[config.mk]
export PLATFORM = sky130hd
export DESIGN_NAME = i2c_master_bit_engine
export DESIGN_NICKNAME = d
export VERILOG_FILES = /design/src/hdl/i2cbe_pkg.sv /design/src/hdl/i2cbe_slot_core.sv /design/src/hdl/i2c_master_bit_engine.sv
export VERILOG_INCLUDE_DIRS = /design/src /design/src/hdl
export SDC_FILE = /design/constraint.sdc
export NUM_CORES = 1
export LEC_CHECK = 0
export ABC_AREA = 1
export BUFFER_PORTS_ARGS = -buffer_cell sky130_fd_sc_hd__buf_2
export CORE_MARGIN = 3
export CORE_UTILIZATION = 57
export DETAILED_ROUTE_END_ITERATION = 6
export PLACE_DENSITY = 0.86
export SETUP_SLACK_MARGIN = 0.05
export SYNTH_ARGS = -nofsm -noshare
export SYNTH_HDL_FRONTEND = slang
export SYNTH_SLANG_ARGS = --single-unit
[constraint.sdc]
create_clock -name i_clk -period 3.05 [get_ports i_clk]
set_clock_uncertainty 0.1 [all_clocks]
set_input_delay 0.61 -clock i_clk [delete_from_list [all_inputs] [get_ports i_clk]]
set_output_delay 0.61 -clock i_clk [all_outputs]
set_load 0.05 [all_outputs]
[src/hdl/i2c_master_bit_engine_macros.svh]
// Assertion macros shared by the engine's RTL.
`ifndef I2C_MASTER_BIT_ENGINE_MACROS_SVH
`define I2C_MASTER_BIT_ENGINE_MACROS_SVH

// Same-cycle implication, clocked on i_clk, off during reset.
`define I2CBE_ASSERT_SAME(lbl, ante, cons, msg) \
    lbl: assert property (@(posedge i_clk) disable iff (!i_rst_n) (ante) |-> (cons)) \
        else $error(msg);

// Next-cycle implication, clocked on i_clk, off during reset.
`define I2CBE_ASSERT_NEXT(lbl, ante, cons, msg) \
    lbl: assert property (@(posedge i_clk) disable iff (!i_rst_n) (ante) |=> (cons)) \
        else $error(msg);

`endif

[src/hdl/i2cbe_pkg.sv]
package i2cbe_pkg;

    typedef enum logic [2:0] {
        CMD_START    = 3'd0,
        CMD_STOP     = 3'd1,
        CMD_WRITE    = 3'd2,
        CMD_READ     = 3'd3,
        CMD_SEND_ACK = 3'd4,
        CMD_READ_ACK = 3'd5
    } t_cmd;

    localparam int unsigned IN_DATA_W  = 16;
    localparam int unsigned IN_USER_W  = 4;
    localparam int unsigned OUT_DATA_W = 16;

    localparam logic [7:0] MSB_MASK = 8'h80;

    typedef struct packed {
        logic       cmd_valid;
        logic [2:0] func;
        logic [7:0] tx_byte;
        logic       ack_value;
        logic       sda_in;
    } t_item;

    typedef struct packed {
        logic       scl_out;
        logic       sda_out;
        logic       busy_res;
        logic       done_res;
        logic [7:0] rx_byte;
        logic       ack_received;
    } t_result;

    typedef struct packed {
        logic       active;
        logic [4:0] slot;
    } t_core_status;

    function automatic logic [4:0] cmd_len(t_cmd c);
        logic [4:0] len;
        case (c)
            CMD_START:    len = 5'd4;
            CMD_STOP:     len = 5'd3;
            CMD_WRITE:    len = 5'd24;
            CMD_READ:     len = 5'd25;
            CMD_SEND_ACK: len = 5'd3;
            default:      len = 5'd4;
        endcase
        return len;
    endfunction

endpackage

[src/hdl/i2cbe_slot_core.sv]
module i2cbe_slot_core
    import i2cbe_pkg::*;
(
    input  logic         i_clk,
    input  logic         i_rst_n,
    input  logic         i_advance,
    input  t_item        i_item,
    output t_result      o_result,
    output t_core_status o_status
);

    logic [4:0] r_slot,  n_slot;
    logic [1:0] r_phase, n_phase;
    t_cmd       r_cmd,   n_cmd;
    logic       r_active, n_active;
    logic [7:0] r_shift, n_shift;
    logic       r_ack_latch, n_ack_latch;
    logic       r_pend_ack,  n_pend_ack;
    logic       r_scl, n_scl;
    logic       r_sda, n_sda;

    logic       start;
    t_cmd       cmd;
    logic [4:0] slot;
    logic [1:0] phase;
    logic [1:0] rd_phase;
    logic       last;
    logic       done;

    always_comb begin
        start   = !r_active && i_item.cmd_valid && (i_item.func <= CMD_READ_ACK);
        cmd     = start ? t_cmd'(i_item.func) : r_cmd;
        slot    = start ? 5'd0 : r_slot;
        phase   = start ? 2'd0 : r_phase;
        n_shift = (start && (i_item.func == CMD_WRITE)) ? i_item.tx_byte : r_shift;
        n_pend_ack = (start && (i_item.func == CMD_SEND_ACK)) ? i_item.ack_value : r_pend_ack;
        n_cmd       = r_cmd;
        n_active    = r_active;
        n_slot      = r_slot;
        n_phase     = r_phase;
        n_ack_latch = r_ack_latch;
        n_scl       = r_scl;
        n_sda       = r_sda;
        last        = 1'b0;
        done        = 1'b0;

        case (phase)
            2'd0:    rd_phase = 2'd2;
            2'd1:    rd_phase = 2'd0;
            default: rd_phase = 2'd1;
        endcase

        if (r_active || start) begin
            n_cmd = cmd;
            case (cmd)
                CMD_START: begin
                    case (slot)
                        5'd0:    n_sda = 1'b1;
                        5'd1:    n_scl = 1'b1;
                        5'd2:    n_sda = 1'b0;
                        default: n_scl = 1'b0;
                    endcase
                end
                CMD_STOP: begin
                    case (slot)
                        5'd0:    n_sda = 1'b0;
                        5'd1:    n_scl = 1'b1;
                        default: n_sda = 1'b1;
                    endcase
                end
                CMD_WRITE: begin
                    case (phase)
                        2'd0:    n_sda = |(n_shift & MSB_MASK);
                        2'd1:    n_scl = 1'b1;
                        default: begin
                            n_scl   = 1'b0;
                            n_shift = {n_shift[6:0], 1'b0};
                        end
                    endcase
                end
                CMD_READ: begin
                    if (slot == 5'd0) begin
                        n_sda   = 1'b1;
                        n_shift = 8'd0;
                    end else begin
                        case (rd_phase)
                            2'd0:    n_scl = 1'b1;
                            2'd1:    n_shift = {n_shift[6:0], i_item.sda_in};
                            default: n_scl = 1'b0;
                        endcase
                    end
                end
                CMD_SEND_ACK: begin
                    case (slot)
                        5'd0:    n_sda = n_pend_ack;
                        5'd1:    n_scl = 1'b1;
                        default: n_scl = 1'b0;
                    endcase
                end
                default: begin
                    case (slot)
                        5'd0:    n_sda = 1'b1;
                        5'd1:    n_scl = 1'b1;
                        5'd2:    n_ack_latch = i_item.sda_in;
                        default: n_scl = 1'b0;
                    endcase
                end
            endcase

            last = ({1'b0, slot} + 6'd1) >= {1'b0, cmd_len(cmd)};
            if (last) begin
                done     = 1'b1;
                n_active = 1'b0;
                n_slot   = 5'd0;
                n_phase  = 2'd0;
            end else begin
                n_active = 1'b1;
                n_slot   = slot + 5'd1;
                n_phase  = (phase == 2'd2) ? 2'd0 : phase + 2'd1;
            end
        end

        o_result.scl_out      = n_scl;
        o_result.sda_out      = n_sda;
        o_result.busy_res     = n_active;
        o_result.done_res     = done;
        o_result.rx_byte      = (done && (cmd == CMD_READ)) ? n_shift : 8'd0;
        o_result.ack_received = done && (cmd == CMD_READ_ACK) && n_ack_latch;
    end

    always_ff @(posedge i_clk) begin
        if (!i_rst_n) begin
            r_slot      <= 5'd0;
            r_phase     <= 2'd0;
            r_cmd       <= CMD_START;
            r_active    <= 1'b0;
            r_shift     <= 8'd0;
            r_ack_latch <= 1'b0;
            r_pend_ack  <= 1'b0;
            r_scl       <= 1'b1;
            r_sda       <= 1'b1;
        end else if (i_advance) begin
            r_slot      <= n_slot;
            r_phase     <= n_phase;
            r_cmd       <= n_cmd;
            r_active    <= n_active;
            r_shift     <= n_shift;
            r_ack_latch <= n_ack_latch;
            r_pend_ack  <= n_pend_ack;
            r_scl       <= n_scl;
            r_sda       <= n_sda;
        end
    end

    assign o_status.active = r_active;
    assign o_status.slot   = r_slot;

endmodule

[src/hdl/i2c_master_bit_engine.sv]
// I2C master bit engine. Each transfer on the slave stream is one bus time slot and yields
// exactly one transfer on the master stream with the SCL/SDA drive levels after that slot,
// busy, done and any received byte or ack. One slot per clock is sustained: the slot is
// held in an input register, run through the command sequencer's combinational next-state
// logic, and the result lands in an output register, so a stalled master side blocks
// input only when both registers are full. Commands are taken only while idle; start 4,
// stop 3, write byte 24, read byte 25, send ack 3, read ack 4 slots.
`include "i2c_master_bit_engine_macros.svh"

module i2c_master_bit_engine
    import i2cbe_pkg::*;
(
    input  logic                  i_clk,
    input  logic                  i_rst_n,
    input  logic                  i_s_axis_tvalid,
    output logic                  o_s_axis_tready,
    // tx_byte[7:0], ack_value[8], sda_in[9], zero [15:10]
    input  logic [IN_DATA_W-1:0]  i_s_axis_tdata,
    // cmd_valid[0], func[3:1]
    input  logic [IN_USER_W-1:0]  i_s_axis_tuser,
    output logic                  o_m_axis_tvalid,
    input  logic                  i_m_axis_tready,
    // scl_out[0], sda_out[1], busy_res[2], done_res[3], rx_byte[11:4],
    // ack_received[12], zero [15:13]
    output logic [OUT_DATA_W-1:0] o_m_axis_tdata
);

    logic         r_in_valid;
    t_item        r_in_item;
    logic         r_out_valid;
    t_result      r_out;
    logic         advance;
    t_result      core_result;
    t_core_status core_status;

    assign advance         = r_in_valid && (!r_out_valid || i_m_axis_tready);
    assign o_s_axis_tready = !r_in_valid || advance;

    always_ff @(posedge i_clk) begin
        if (!i_rst_n) begin
            r_in_valid <= 1'b0;
        end else if (o_s_axis_tready) begin
            r_in_valid <= i_s_axis_tvalid;
        end
    end

    always_ff @(posedge i_clk) begin
        if (o_s_axis_tready && i_s_axis_tvalid) begin
            r_in_item.cmd_valid <= i_s_axis_tuser[0];
            r_in_item.func      <= i_s_axis_tuser[3:1];
            r_in_item.tx_byte   <= i_s_axis_tdata[7:0];
            r_in_item.ack_value <= i_s_axis_tdata[8];
            r_in_item.sda_in    <= i_s_axis_tdata[9];
        end
    end

    i2cbe_slot_core u_core (
        .i_clk     (i_clk),
        .i_rst_n   (i_rst_n),
        .i_advance (advance),
        .i_item    (r_in_item),
        .o_result  (core_result),
        .o_status  (core_status)
    );

    always_ff @(posedge i_clk) begin
        if (!i_rst_n) begin
            r_out_valid <= 1'b0;
        end else if (advance) begin
            r_out_valid <= 1'b1;
        end else if (i_m_axis_tready) begin
            r_out_valid <= 1'b0;
        end
    end

    always_ff @(posedge i_clk) begin
        if (advance) begin
            r_out <= core_result;
        end
    end

    assign o_m_axis_tvalid = r_out_valid;
    assign o_m_axis_tdata  = {3'd0, r_out.ack_received, r_out.rx_byte, r_out.done_res,
                              r_out.busy_res, r_out.sda_out, r_out.scl_out};

    `I2CBE_ASSERT_NEXT(a_hold_when_stalled, !advance, $stable(core_status), "sequencer moved without a slot")
    `I2CBE_ASSERT_NEXT(a_done_goes_idle, advance && core_result.done_res, !core_status.active, "engine still busy after done")
    `I2CBE_ASSERT_SAME(a_rx_only_on_done, r_out_valid && (r_out.rx_byte != 8'd0), r_out.done_res, "received byte shown without done")
    `I2CBE_ASSERT_SAME(a_idle_slot_zero, !core_status.active, core_status.slot == 5'd0, "slot count left over while idle")

endmodule

==> summary.md, run 1 <==
| Metric | Value |
|---|---|
| Outcome | `complete, no violations` |
| Drt first-iter violations | `159` |
| Worst Setup SP | `r_in_item[13]$_DFFE_PP_` |
| Die extent in x | `75.98 um` |
| Leak | `between 1.5 and 2 nW` |
| Dpl cells | `440` |
| Area leader, netlist | `edfxtp_1` |
| Core ar. | `4534 um^2` |
| Post-layout util | `71.61%` |
| Setup CP Type | `register to register` |
| Crit path required time | `3.19 ns` |
| Crit start category | `register` |
| Clk sinks | `52` |
| Crit end category | `register` |
| R2R Path Start | `r_in_item[13]$_DFFE_PP_` |
| Die area | `5773 um^2` |
| R2r worst-path depth | `16` |
| Design Area, Final | `3247 um^2` |
| Asr flop ratio synth | `0%` |
| Rel. slew slack | `58.16%` |
| Reg2reg end | `u_core.r_phase[0]$_SDFFE_PN0P_` |
| Worst reg2reg setup slack | `0.22 ns` |
| Area Growth Syn to Fin | `16.32%` |
| Worst-margin pin slew | `0.6237 ns` |
| Critical path endpoint | `u_core.r_phase[0]$_SDFFE_PN0P_` |
| Total iterations of the first detailed-routing run | `5` |
| Largest net degree at the start of global routing | `20` |
| Average wire per standard cell | `12.95 um` |
| H-Tree Depth | `2` |
| Nets@finish | `420` |
| Max_cap viols | `0` |
| First-pass GRT wire length | `9183 um` |
| GPL Wtd Cong | `0.9183` |
| Layout cells sized above 1 | `about 23%` |
| Non-Filler Instances | `~450` |
| Clk slew on worst S/H paths | `around 0.10 ns` |
| Pins Over Slew Limit | `0` |
| WHS | `0.3561 ns` |
| DRC Markers | `0` |
| Via count | `between 2000 and 2500` |
| # setup viols final | `0` |
| Vert. Die Dim | `75.98 um` |
| Std cell rows | `24` |
| Top-area cell type share of the netlist area | `around 29%` |
| Cell area power density | `471.1 nW/um^2` |
| Post-DP Area | `just over 3000 um^2` |
| Port bufs | `32` |
| CTS Buffer Depth | `2` |
| Cells after synthesis | `344` |
| CP arrival | `roughly 3.0 ns` |
| Fin crit period | `2.831 ns` |
| EDFF count, synth | `27` |
| Via/cell ratio | `approximately 5.4` |
| Yosys cell types | `34` |
| Tot GR Track Use | `slightly below 20%` |
| Number of buffers created by CTS | `5` |
| Post-DP HPWL | `4270 um` |
| DRT antenna net count | `0` |
| Hold_buf cts | `0` |
| Main synth FF type | `edfxtp_1` |
| CTS tree | `done` |
| Syn Area/Cell | `8.115 um^2` |
| Vias in the first global route | `roughly 2100` |
| Count leader, synth | `nand2_1` |
| Antenna Cells | `0` |
| CTS root buf | `clkbuf_8` |
| I/O pin cnt | `42` |
| Final WL | `5865 um` |
| GRT overflow | `0` |
| Initial antenna violation count | `0` |
| Clk_lat worst skew | `0.32 ns` |
| Mapped cell area | `2791 um^2` |
| Register area share after synthesis | `46.97%` |
| Largest cells by area after synthesis | `edfxtp_1 29%, dfxtp_1 18%, nand2_1 11%` |
| Initial Util | `61.56%` |
| Ys Warns | `0` |
| HP Class | `input port to register` |
| Crit path max fanout | `8` |
| Hold Vio Cnt, Final | `0` |
| Synth top cells by count | `79 x nand2_1, 48 x inv_1, 27 x edfxtp_1` |
| Post-synthesis register bit count | `52` |
| Maximum VDD drop | `0.0004140 V` |
| Design Power | `between 0.0015 and 0.002 W` |
| Final worst path period share | `92.82%` |
| Fmax achieved | `approximately 0.35 GHz` |
## critical path, stage by stage, from the launching register on
cell and delay [ns]:
edfxtp_1 0.52, nand3_2 0.20, a21oi_2 0.21, nand2_2 0.09, nor2_4 0.15, inv_1 0.09, nand2_1 0.08, ha_1 0.21
o21ai_0 0.14, a21boi_0 0.10, o21ai_0 0.14, nand2_1 0.09, nand2_2 0.10, nand2_2 0.08, nor2_4 0.22, nand2_1 0.08
a21oi_1 0.14
## metal layers
metal	track usage (%)	wire length (um)
met2	33.07	2858
met4	7.609	104
met3	3.783	298
met5	0	0
met1	24.24	2604
## layout by cell type (no fill, tap or decap), types with 3 or more instances in the layout
| cell | Yosys | routed |
|---|---|---|
| o22ai_1 | 7 | 7 |
| edfxtp_1 | 27 | 27 |
| nand2_1 | 79 | 71 |
| nand4_1 | 4 | 4 |
| and3_1 | 6 | 6 |
| dfxtp_1 | 25 | 25 |
| o21ai_0 | 18 | 18 |
| inv_1 | 48 | 47 |
| xor2_1 | 3 | 3 |
| conb_1 | 1 | 3 |
| nand3_2 | 5 | 7 |
| ha_1 | 9 | 9 |
| nand2_4 | 1 | 4 |
| buf_4 | 3 | 9 |
| o21ai_1 | 11 | 11 |
| inv_2 | 5 | 6 |
| nor2_4 | 4 | 4 |
| a21oi_1 | 25 | 24 |
| nand3_1 | 18 | 14 |
| buf_2 | 0 | 32 |
| nand2_2 | 4 | 9 |
| clkbuf_8 | 0 | 5 |
| nor2_1 | 22 | 20 |
## worst min-delay path by stage
stage	from	endpoint	slack [ns]	cells past startpoint
floorplan	u_core.r_slot[0]$_SDFFE_PN0P_	u_core.r_slot[0]$_SDFFE_PN0P_	0.34	2
global placement	u_core.r_slot[1]$_SDFFE_PN0P_	u_core.r_slot[1]$_SDFFE_PN0P_	0.35	2
detailed placement	u_core.r_slot[0]$_SDFFE_PN0P_	u_core.r_slot[0]$_SDFFE_PN0P_	0.37	2
CTS	i_s_axis_tdata[9]	r_in_item[0]$_DFFE_PP_	0.35	1
global route	i_s_axis_tdata[9]	r_in_item[0]$_DFFE_PP_	0.34	1
finish	i_s_axis_tuser[0]	r_in_item[13]$_DFFE_PP_	0.36	1
## registers in the layout, indices dropped and copies added (netlist names)
name	count
u_core.r_shift	8
u_core.r_active	1
u_core.r_slot	5
u_core.r_scl	1
r_in_valid	1
o_m_axis_tdata	13
u_core.r_phase	2
u_core.r_pend_ack	1
u_core.r_ack_latch	1
o_m_axis_tvalid	1
u_core.r_cmd	3
r_in_item	14
u_core.r_sda	1
## area by class of cell
type	count	area, um^2
fill	343	1287
timing repair buffer	41	227.7
multi-input combinational	232	1323
clock inverter	3	28.78
inverter	55	206.4
tap	65	81.33
clock buffer	5	68.82
sequential	52	1311
## where the power goes
part,total [W],internal (W),switching [W],leakage (nW)
Sequential,0.000793,0.000775,0.0000182,0.472
Combinational,0.000311,0.0000973,0.000214,1.01
Clock,0.000425,0.000173,0.000252,0.0511
## timing repair
| action | in CTS | in global routing |
|---|---|---|
| resized for setup | 0 | 22 |
| setup buffers | 0 | 5 |
| setup endpoints to repair | 0 | 17 |
## per-stage QoR
step                       TNS, ns  setup slack, ns
final                            0           0.2191
after global routing      -0.05915         -0.02140
after CTS                        0           0.1847
after detailed placement         0           0.2319
after global placement           0           0.3247
after floorplan                  0           0.4869
## kinds of logic after synthesis
kind of cell    count (synthesis)  synth area share (%)
simple gates                  147                 24.74
compound gates                 69                 13.81
buf+inv                        62                 9.009
flops                          52                 46.97
fa+ha+maj                       9                 4.034
xor+xnor                        3                0.9415
other cells                     1                0.1343
mux                             1                0.3586
(Power assumes the default switching activity.)
==> run 2: changes to the inputs <==
Settings changed: CORE_UTILIZATION 57 to 61, PLACE_DENSITY 0.86 to 0.91.
Clock period 3.05 ns to 3.4 ns, I/O delays scaled along.
==> run 2 against run 1 <==
Against the previous run: worst hold slack improved by 0.013 ns; non-clock buffer count decreased by 7; die area decreased by 6.1%; cell count decreased by 4.9%; routed wire length decreased by 2.1%; design area decreased by 5.1%; sequential power decreased by 10%; core utilization increased by 1.7 points; flip-flop and latch count unchanged; critical path depth unchanged; via count increased by 1.1%; first-iteration DRC count increased by 25%; critical endpoint is now o_m_axis_tdata[11]$_SDFFCE_PN0P_; largest power group unchanged.
==> summary.md, run 2 (synthesis results as in run 1) <==
| Metric | Value |
|---|---|
| Outcome | `complete, no violations (unchanged)` |
| Largest net degree at the start of global routing | `23 (was 20)` |
| Hold Vio Cnt, Final | `0 (unchanged)` |
| Vert. Die Dim | `73.65 um (was 75.98 um)` |
| Hold Path Depth | `2 (was 1)` |
| Worst reg2reg setup slack | `0.43 ns (was 0.22 ns)` |
| RSZ-0062 raised after global routing | `no` |
| DRT antenna net count | `0 (unchanged)` |
| Initial Util | `66.44% (was 61.56%)` |
| Crit start category | `register (unchanged)` |
| I/O pin cnt | `42 (unchanged)` |
| Cell area power density | `425.5 nW/um^2 (was 471.1 nW/um^2)` |
| Most frequent cells in the layout | `79 x nand2_1, 48 x inv_1, 32 x buf_2 (was 71 x nand2_1, 47 x inv_1, 32 x buf_2)` |
| CTS tree | `done (unchanged)` |
| Rel. slew slack | `53.18% (was 58.16%)` |
| Crit end category | `register (unchanged)` |
| Average wire per standard cell | `13.33 um (was 12.95 um)` |
| Via count | `2461 (was 2435)` |
| R2r worst-path depth | `16 (unchanged)` |
| HP Class | `register to register (was input port to register)` |
| Max_cap viols | `0 (unchanged)` |
| Post-DP HPWL | `4270 um (about the same)` |
| Std cell rows | `23 (was 24)` |
| Number of buffers created by CTS | `5 (unchanged)` |
| Crit path required time | `3.48 ns (was 3.19 ns)` |
| Drt first-iter violations | `199 (was 159)` |
| Worst slack at placement | `0.4494 ns (was 0.2319 ns)` |
| Worst-margin pin slew | `0.6980 ns (was 0.6237 ns)` |
| Nets@finish | `413 (was 420)` |
| Setup_tns | `0 ns (unchanged)` |
| Clk slew on worst S/H paths | `0.09 ns (was 0.10 ns)` |
| Leak | `1.469 nW (was 1.528 nW)` |
| WHS Endpoint | `u_core.r_slot[0]$_SDFFE_PN0P_ (was r_in_item[13]$_DFFE_PP_)` |
| Non-Filler Instances | `431 (was 453)` |
| Most common cell after layout, fill and taps aside | `nand2_1 (unchanged)` |
| Maximum VDD drop | `0.0003819 V (was 0.0004140 V)` |
| Hold path startpoint | `u_core.r_slot[0]$_SDFFE_PN0P_ (was i_s_axis_tuser[0])` |
| Clk sinks | `52 (unchanged)` |
| Worst path slowest cell | `edfxtp_1 (unchanged)` |
| Crit path max fanout | `10 (was 8)` |
| Setup CP Type | `register to register (unchanged)` |
| Filler Cells Inserted | `299 (was 343)` |
| GRT overflow | `0 (unchanged)` |
| Most flops, register | `r_in_item (unchanged)` |
| DRC Markers | `0 (unchanged)` |
| Total iterations of the first detailed-routing run | `5 (unchanged)` |
| Hold_buf cts | `0 (unchanged)` |
| Dpl cells | `423 (was 440)` |
| Pins Over Slew Limit | `0 (unchanged)` |
| Critical path, cell by cell | `nand2_1, nand3_2, buf_4, inv_1, nor2_1, ha_1, xor2_1, inv_1, ha_1, a21boi_0, o21ai_0, nand2_1, nand2_1, a21oi_2, nand2_1, nor2_1 (was nand3_2, a21oi_2, nand2_2, nor2_4, inv_1, nand2_1, ha_1, o21ai_0, a21boi_0, o21ai_0, nand2_1, nand2_2, nand2_2, nor2_4, nand2_1, a21oi_1)` |
| # setup viols final | `0 (unchanged)` |
| Most used cell, CP | `nand2_1` |
| Layout cells sized above 1 | `16.80% (was 22.68%)` |
| Antenna Cells | `0 (unchanged)` |
| First-pass GRT wire length | `9556 um (was 9183 um)` |
| Reg2reg end | `o_m_axis_tdata[11]$_SDFFCE_PN0P_ (was u_core.r_phase[0]$_SDFFE_PN0P_)` |
| CTS root buf | `clkbuf_8 (unchanged)` |
| Max FFs per register | `14 (unchanged)` |
| Port bufs | `32 (unchanged)` |
| Via/cell ratio | `5.710 (was 5.375)` |
| CTS Buffer Depth | `2 (unchanged)` |
| CP arrival | `3.04 ns (was 2.97 ns)` |
| Die extent in x | `73.65 um (was 75.98 um)` |
| Die area | `5424 um^2 (was 5773 um^2)` |
| CP max stage delay | `0.40 ns (was 0.52 ns)` |
| Tot GR Track Use | `23.06% (was 19.38%)` |
| Final setup margin | `0.4321 ns (was 0.2191 ns)` |
| Clk_lat worst skew | `0.31 ns (was 0.32 ns)` |
| Final WL | `5744 um (was 5865 um)` |
| Core ar. | `4202 um^2 (was 4534 um^2)` |
| Initial antenna violation count | `0 (unchanged)` |
| Final worst path period share | `87.29% (was 92.82%)` |
| R2R Path Start | `r_in_item[11]$_DFFE_PP_ (was r_in_item[13]$_DFFE_PP_)` |
| Post-CTS Setup Inserts | `0 (unchanged)` |
| Fin crit period | `2.968 ns (was 2.831 ns)` |
| GPL Wtd Cong | `0.9308 (was 0.9183)` |
| H-Tree Depth | `2 (unchanged)` |
| Vias in the first global route | `2229 (was 2131)` |
| Area Growth Syn to Fin | `10.35% (was 16.32%)` |
| Post-CTS sizing | `0 (unchanged)` |
| Fmax achieved | `0.3369 GHz (was 0.3532 GHz)` |
-- run 2: cell type report --
class                           instances  area [um^2]  area share, %
Clock inverter                          2        16.27         0.5280
Inverter                               55        206.4          6.702
Clock buffer                            6        72.57          2.356
Sequential cell                        52         1311          42.57
Tap cell                               50        62.56          2.031
Timing Repair Buffer                   34        175.2          5.686
Multi-Input combinational cell        232         1236          40.13
-- run 2: critical path, delay by kind of cell, from the launching register on --
family	cells	cell delay, ns
compound gates	3	0.54
xor+xnor	1	0.15
fa+ha+maj	2	0.51
buf+inv	3	0.32
flops	1	0.40
simple gates	7	0.81
-- run 2: per-layer routing --
layer  vias to the layer above  track usage (%)  routed length [um]
li1                       1204                -                   -
met1                      1089            26.51                2290
met2                       141            39.37                2749
met3                        27            6.293                 494
met4                         0            11.07                 209
met5                         -                0                   0
-- run 2: worst max-delay path by stage --
| stage | start | to | slack [ns] | depth (start not counted) |
|---|---|---|---|---|
| 2_1_floorplan | r_in_item[11]$_DFFE_PP_ | o_m_axis_tdata[10]$_SDFFCE_PN0P_ | 0.84 | 17 |
| 6_report | r_in_item[11]$_DFFE_PP_ | o_m_axis_tdata[11]$_SDFFCE_PN0P_ | 0.43 | 16 |
| 3_5_place_dp | r_in_item[11]$_DFFE_PP_ | o_m_axis_tdata[11]$_SDFFCE_PN0P_ | 0.45 | 16 |
| 3_3_place_gp | r_in_item[11]$_DFFE_PP_ | o_m_axis_tdata[11]$_SDFFCE_PN0P_ | 0.57 | 16 |
| 4_1_cts | r_in_item[11]$_DFFE_PP_ | o_m_axis_tdata[11]$_SDFFCE_PN0P_ | 0.43 | 16 |
| 5_1_grt | r_in_item[11]$_DFFE_PP_ | o_m_axis_tdata[11]$_SDFFCE_PN0P_ | 0.06 | 16 |
-- run 2: where the power goes --
group,internal (W),switching [W]
logic,0.0000729,0.000181
registers,0.000695,0.0000150
clock network,0.000147,0.000200
-- run 2: stage by stage --
step           util (%)  area (um^2)  hold slack [ns]  total power, W
2_1_floorplan         -         2799           0.3448       0.0009162
3_3_place_gp      71.20         2992           0.3546       0.0009602
3_5_place_dp      71.20         2992           0.3568       0.0009722
4_1_cts           73.32         3080           0.3702        0.001308
5_1_grt           73.32         3080           0.3904        0.001372
6_report          73.32         3080           0.3689        0.001311
==> run 3: changes to the inputs <==
Settings changed: CORE_ASPECT_RATIO from default to 1.5, GPL_TIMING_DRIVEN from default to 0.
==> run 3 against run 2 <==
Against the previous run: clock-buffer cell count is the same; design area grew 1.5%; worst hold slack gained 0.0079 ns; cell count grew 0.23%; highest routed layer unchanged; via count shrank 3.4%; total power grew 6.7%; sequential power is essentially flat; combinational power is essentially flat.
==> summary.md, run 3 (synthesis results as in run 1) <==
| Metric | Value |
|---|---|
| Outcome | `complete, no violations (unchanged)` |
| Filler Cells Inserted | `333 (was 299)` |
| CTS root buf | `clkbuf_8 (unchanged)` |
| Port bufs | `32 (unchanged)` |
| WHS | `0.3768 ns (was 0.3689 ns)` |
| Final worst path period share | `90.55% (was 87.29%)` |
| Switching part of the total | `28.97% (was 30.22%)` |
| H-Tree Depth | `2 (unchanged)` |
| Layout cells sized above 1 | `17.10% (was 16.80%)` |
| Net Sw Power | `0.0004050 W (was 0.0003961 W)` |
| Most frequent cells in the layout | `79 x nand2_1, 48 x inv_1, 32 x buf_2 (unchanged)` |
| Nets@finish | `418 (was 413)` |
| Drt first-iter violations | `130 (was 199)` |
| Reg2reg end | `o_m_axis_tdata[11]$_SDFFCE_PN0P_ (unchanged)` |
| Combinational fraction of design power | `18.3% (was 19.4%)` |
| Largest net degree at the start of global routing | `23 (unchanged)` |
| GPL Wtd Cong | `0.8686 (was 0.9308)` |
| Cell area power density | `446.9 nW/um^2 (was 425.5 nW/um^2)` |
| Crit start category | `register (unchanged)` |
| Hold_buf cts | `0 (unchanged)` |
| Fin crit period | `3.079 ns (was 2.968 ns)` |
| Crit path required time | `3.47 ns (was 3.48 ns)` |
| CP arrival | `3.15 ns (was 3.04 ns)` |
| Vias in the first global route | `2367 (was 2229)` |
| Most flops, register | `r_in_item (unchanged)` |
| Worst-margin pin slew | `0.6844 ns (was 0.6980 ns)` |
| Worst reg2reg setup slack | `0.32 ns (was 0.43 ns)` |
| Area Growth Syn to Fin | `12.06% (was 10.35%)` |
| CTS Buffer Depth | `2 (unchanged)` |
| Std cell rows | `29 (was 23)` |
| Crit path max fanout | `10 (unchanged)` |
| Post-DP HPWL | `4506 um (was 4270 um)` |
| Sequential power share | `50.8% (was 54.2%)` |
| CTS tree | `done (unchanged)` |
| First-pass GRT wire length | `9936 um (was 9556 um)` |
| Via/cell ratio | `5.502 (was 5.710)` |
| Final WL | `5956 um (was 5744 um)` |
| Number of buffers created by CTS | `5 (unchanged)` |
| Die area | `5441 um^2 (was 5424 um^2)` |
| Die extent in x | `61.24 um (was 73.65 um)` |
| Clk_lat worst skew | `0.31 ns (about the same)` |
| HP Class | `register to register (unchanged)` |
| Vert. Die Dim | `88.85 um (was 73.65 um)` |
| Pins Over Slew Limit | `0 (unchanged)` |
| Hold path startpoint | `u_core.r_slot[0]$_SDFFE_PN0P_ (unchanged)` |
| RSZ-0062 raised after global routing | `no (unchanged)` |
| Design Area, Final | `3128 um^2 (was 3080 um^2)` |
| Setup CP Type | `register to register (unchanged)` |
| Maximum VDD drop | `0.0003094 V (was 0.0003819 V)` |
| R2R Path Start | `r_in_item[11]$_DFFE_PP_ (unchanged)` |
| Initial Util | `64.65% (was 66.44%)` |
| Max_cap viols | `0 (unchanged)` |
| R2r worst-path depth | `16 (unchanged)` |
| Clk sinks | `52 (unchanged)` |
| Clk slew on worst S/H paths | `0.10 ns (was 0.09 ns)` |
| DRT antenna net count | `0 (unchanged)` |
| WHS Endpoint | `u_core.r_slot[0]$_SDFFE_PN0P_ (unchanged)` |
| I/O pin cnt | `42 (unchanged)` |
| Hold Path Depth | `2 (unchanged)` |
| Tot GR Track Use | `24.66% (was 23.06%)` |
| DRC Markers | `0 (unchanged)` |
| Antenna Cells | `0 (unchanged)` |
| Post-CTS Setup Inserts | `0 (unchanged)` |
| Setup_tns | `0 ns (unchanged)` |
| Core ar. | `4318 um^2 (was 4202 um^2)` |
| Most common cell after layout, fill and taps aside | `nand2_1 (unchanged)` |
| Crit end category | `register (unchanged)` |
| Int Power | `0.0009931 W (was 0.0009147 W)` |
| Hold Vio Cnt, Final | `0 (unchanged)` |
| Post-DP Area | `3017 um^2 (was 2992 um^2)` |
| Total iterations of the first detailed-routing run | `4 (was 5)` |
| Initial antenna violation count | `0 (unchanged)` |
| Fmax achieved | `0.3248 GHz (was 0.3369 GHz)` |
| Rel. slew slack | `54.09% (was 53.18%)` |
| Leak | `1.500 nW (was 1.469 nW)` |
| GRT overflow | `0 (unchanged)` |
| Max FFs per register | `14 (unchanged)` |
| # setup viols final | `0 (unchanged)` |
| Average wire per standard cell | `13.79 um (was 13.33 um)` |
| Post-CTS sizing | `0 (unchanged)` |
| Via count | `2377 (was 2461)` |
| Clock power share | `30.9% (was 26.5%)` |
run 3: worst max-delay path, cell delays in order (launching register included):
cell and delay, ns:
edfxtp_1 0.39, nand2_1 0.12, nand3_2 0.10, buf_6 0.15, inv_1 0.06, nor2_1 0.23
ha_1 0.26, xor2_1 0.16, inv_1 0.09, ha_1 0.27, a21boi_0 0.15, o21ai_0 0.09
nand2_1 0.06, nand2_1 0.07, a21oi_2 0.39, nand2_1 0.14, nor2_1 0.13
run 3: how the worst max path moves through the flow:
stage | start | to | slack (ns) | depth (start not counted)
after global routing | r_in_item[11]$_DFFE_PP_ | o_m_axis_tdata[11]$_SDFFCE_PN0P_ | 0.09 | 18
after CTS | r_in_item[11]$_DFFE_PP_ | o_m_axis_tdata[11]$_SDFFCE_PN0P_ | 0.34 | 16
after floorplan | r_in_item[11]$_DFFE_PP_ | o_m_axis_tdata[10]$_SDFFCE_PN0P_ | 0.84 | 17
after detailed placement | r_in_item[11]$_DFFE_PP_ | o_m_axis_tdata[11]$_SDFFCE_PN0P_ | 0.41 | 16
final | r_in_item[11]$_DFFE_PP_ | o_m_axis_tdata[11]$_SDFFCE_PN0P_ | 0.32 | 16
after global placement | r_in_item[11]$_DFFE_PP_ | o_m_axis_tdata[11]$_SDFFCE_PN0P_ | 0.47 | 16
run 3: area by class of cell:
type | count | area (um^2) | share of cell area [%]
well taps | 46 | 57.56 | 1.840
flip-flops and latches | 52 | 1311 | 41.92
repair buffers | 32 | 160.2 | 5.120
plain buffers | 7 | 45.04 | 1.440
inverters | 55 | 206.4 | 6.600
clock inverters | 2 | 38.79 | 1.240
multi-input cells | 232 | 1236 | 39.52
clock buffers | 6 | 72.57 | 2.320
run 3: through the flow:
stage               utilization (%)  instances  worst slack [ns]  power [W]
finish                        72.44        432            0.3213   0.001398
global route                  72.44        432           0.09340   0.001464
global placement              69.86        424            0.4730  0.0009715
floorplan                         -        346            0.8369  0.0009162
detailed placement            69.86        424            0.4084  0.0009778
CTS                           72.44        432            0.3392   0.001399
run 3: per-layer routing:
metal | share of wire, % | track usage [%] | vias to the layer above
met3 | 4.9 | 5.693 | 18
met5 | 0 | 0 | -
met4 | 2.7 | 12.82 | 0
met2 | 52 | 42.29 | 77
li1 | - | - | 1211
met1 | 40 | 27.53 | 1071
run 3: power groups by stage:
| stage | registers [W] | clock network [W] | logic (W) |
|---|---|---|---|
| final | 0.000710 | 0.000432 | 0.000256 |
| after global routing | 0.000713 | 0.000461 | 0.000289 |
| after CTS | 0.000710 | 0.000435 | 0.000255 |
| after detailed placement | 0.000724 | 0 | 0.000254 |
| after global placement | 0.000723 | 0 | 0.000248 |
| after floorplan | 0.000745 | 0 | 0.000171 |
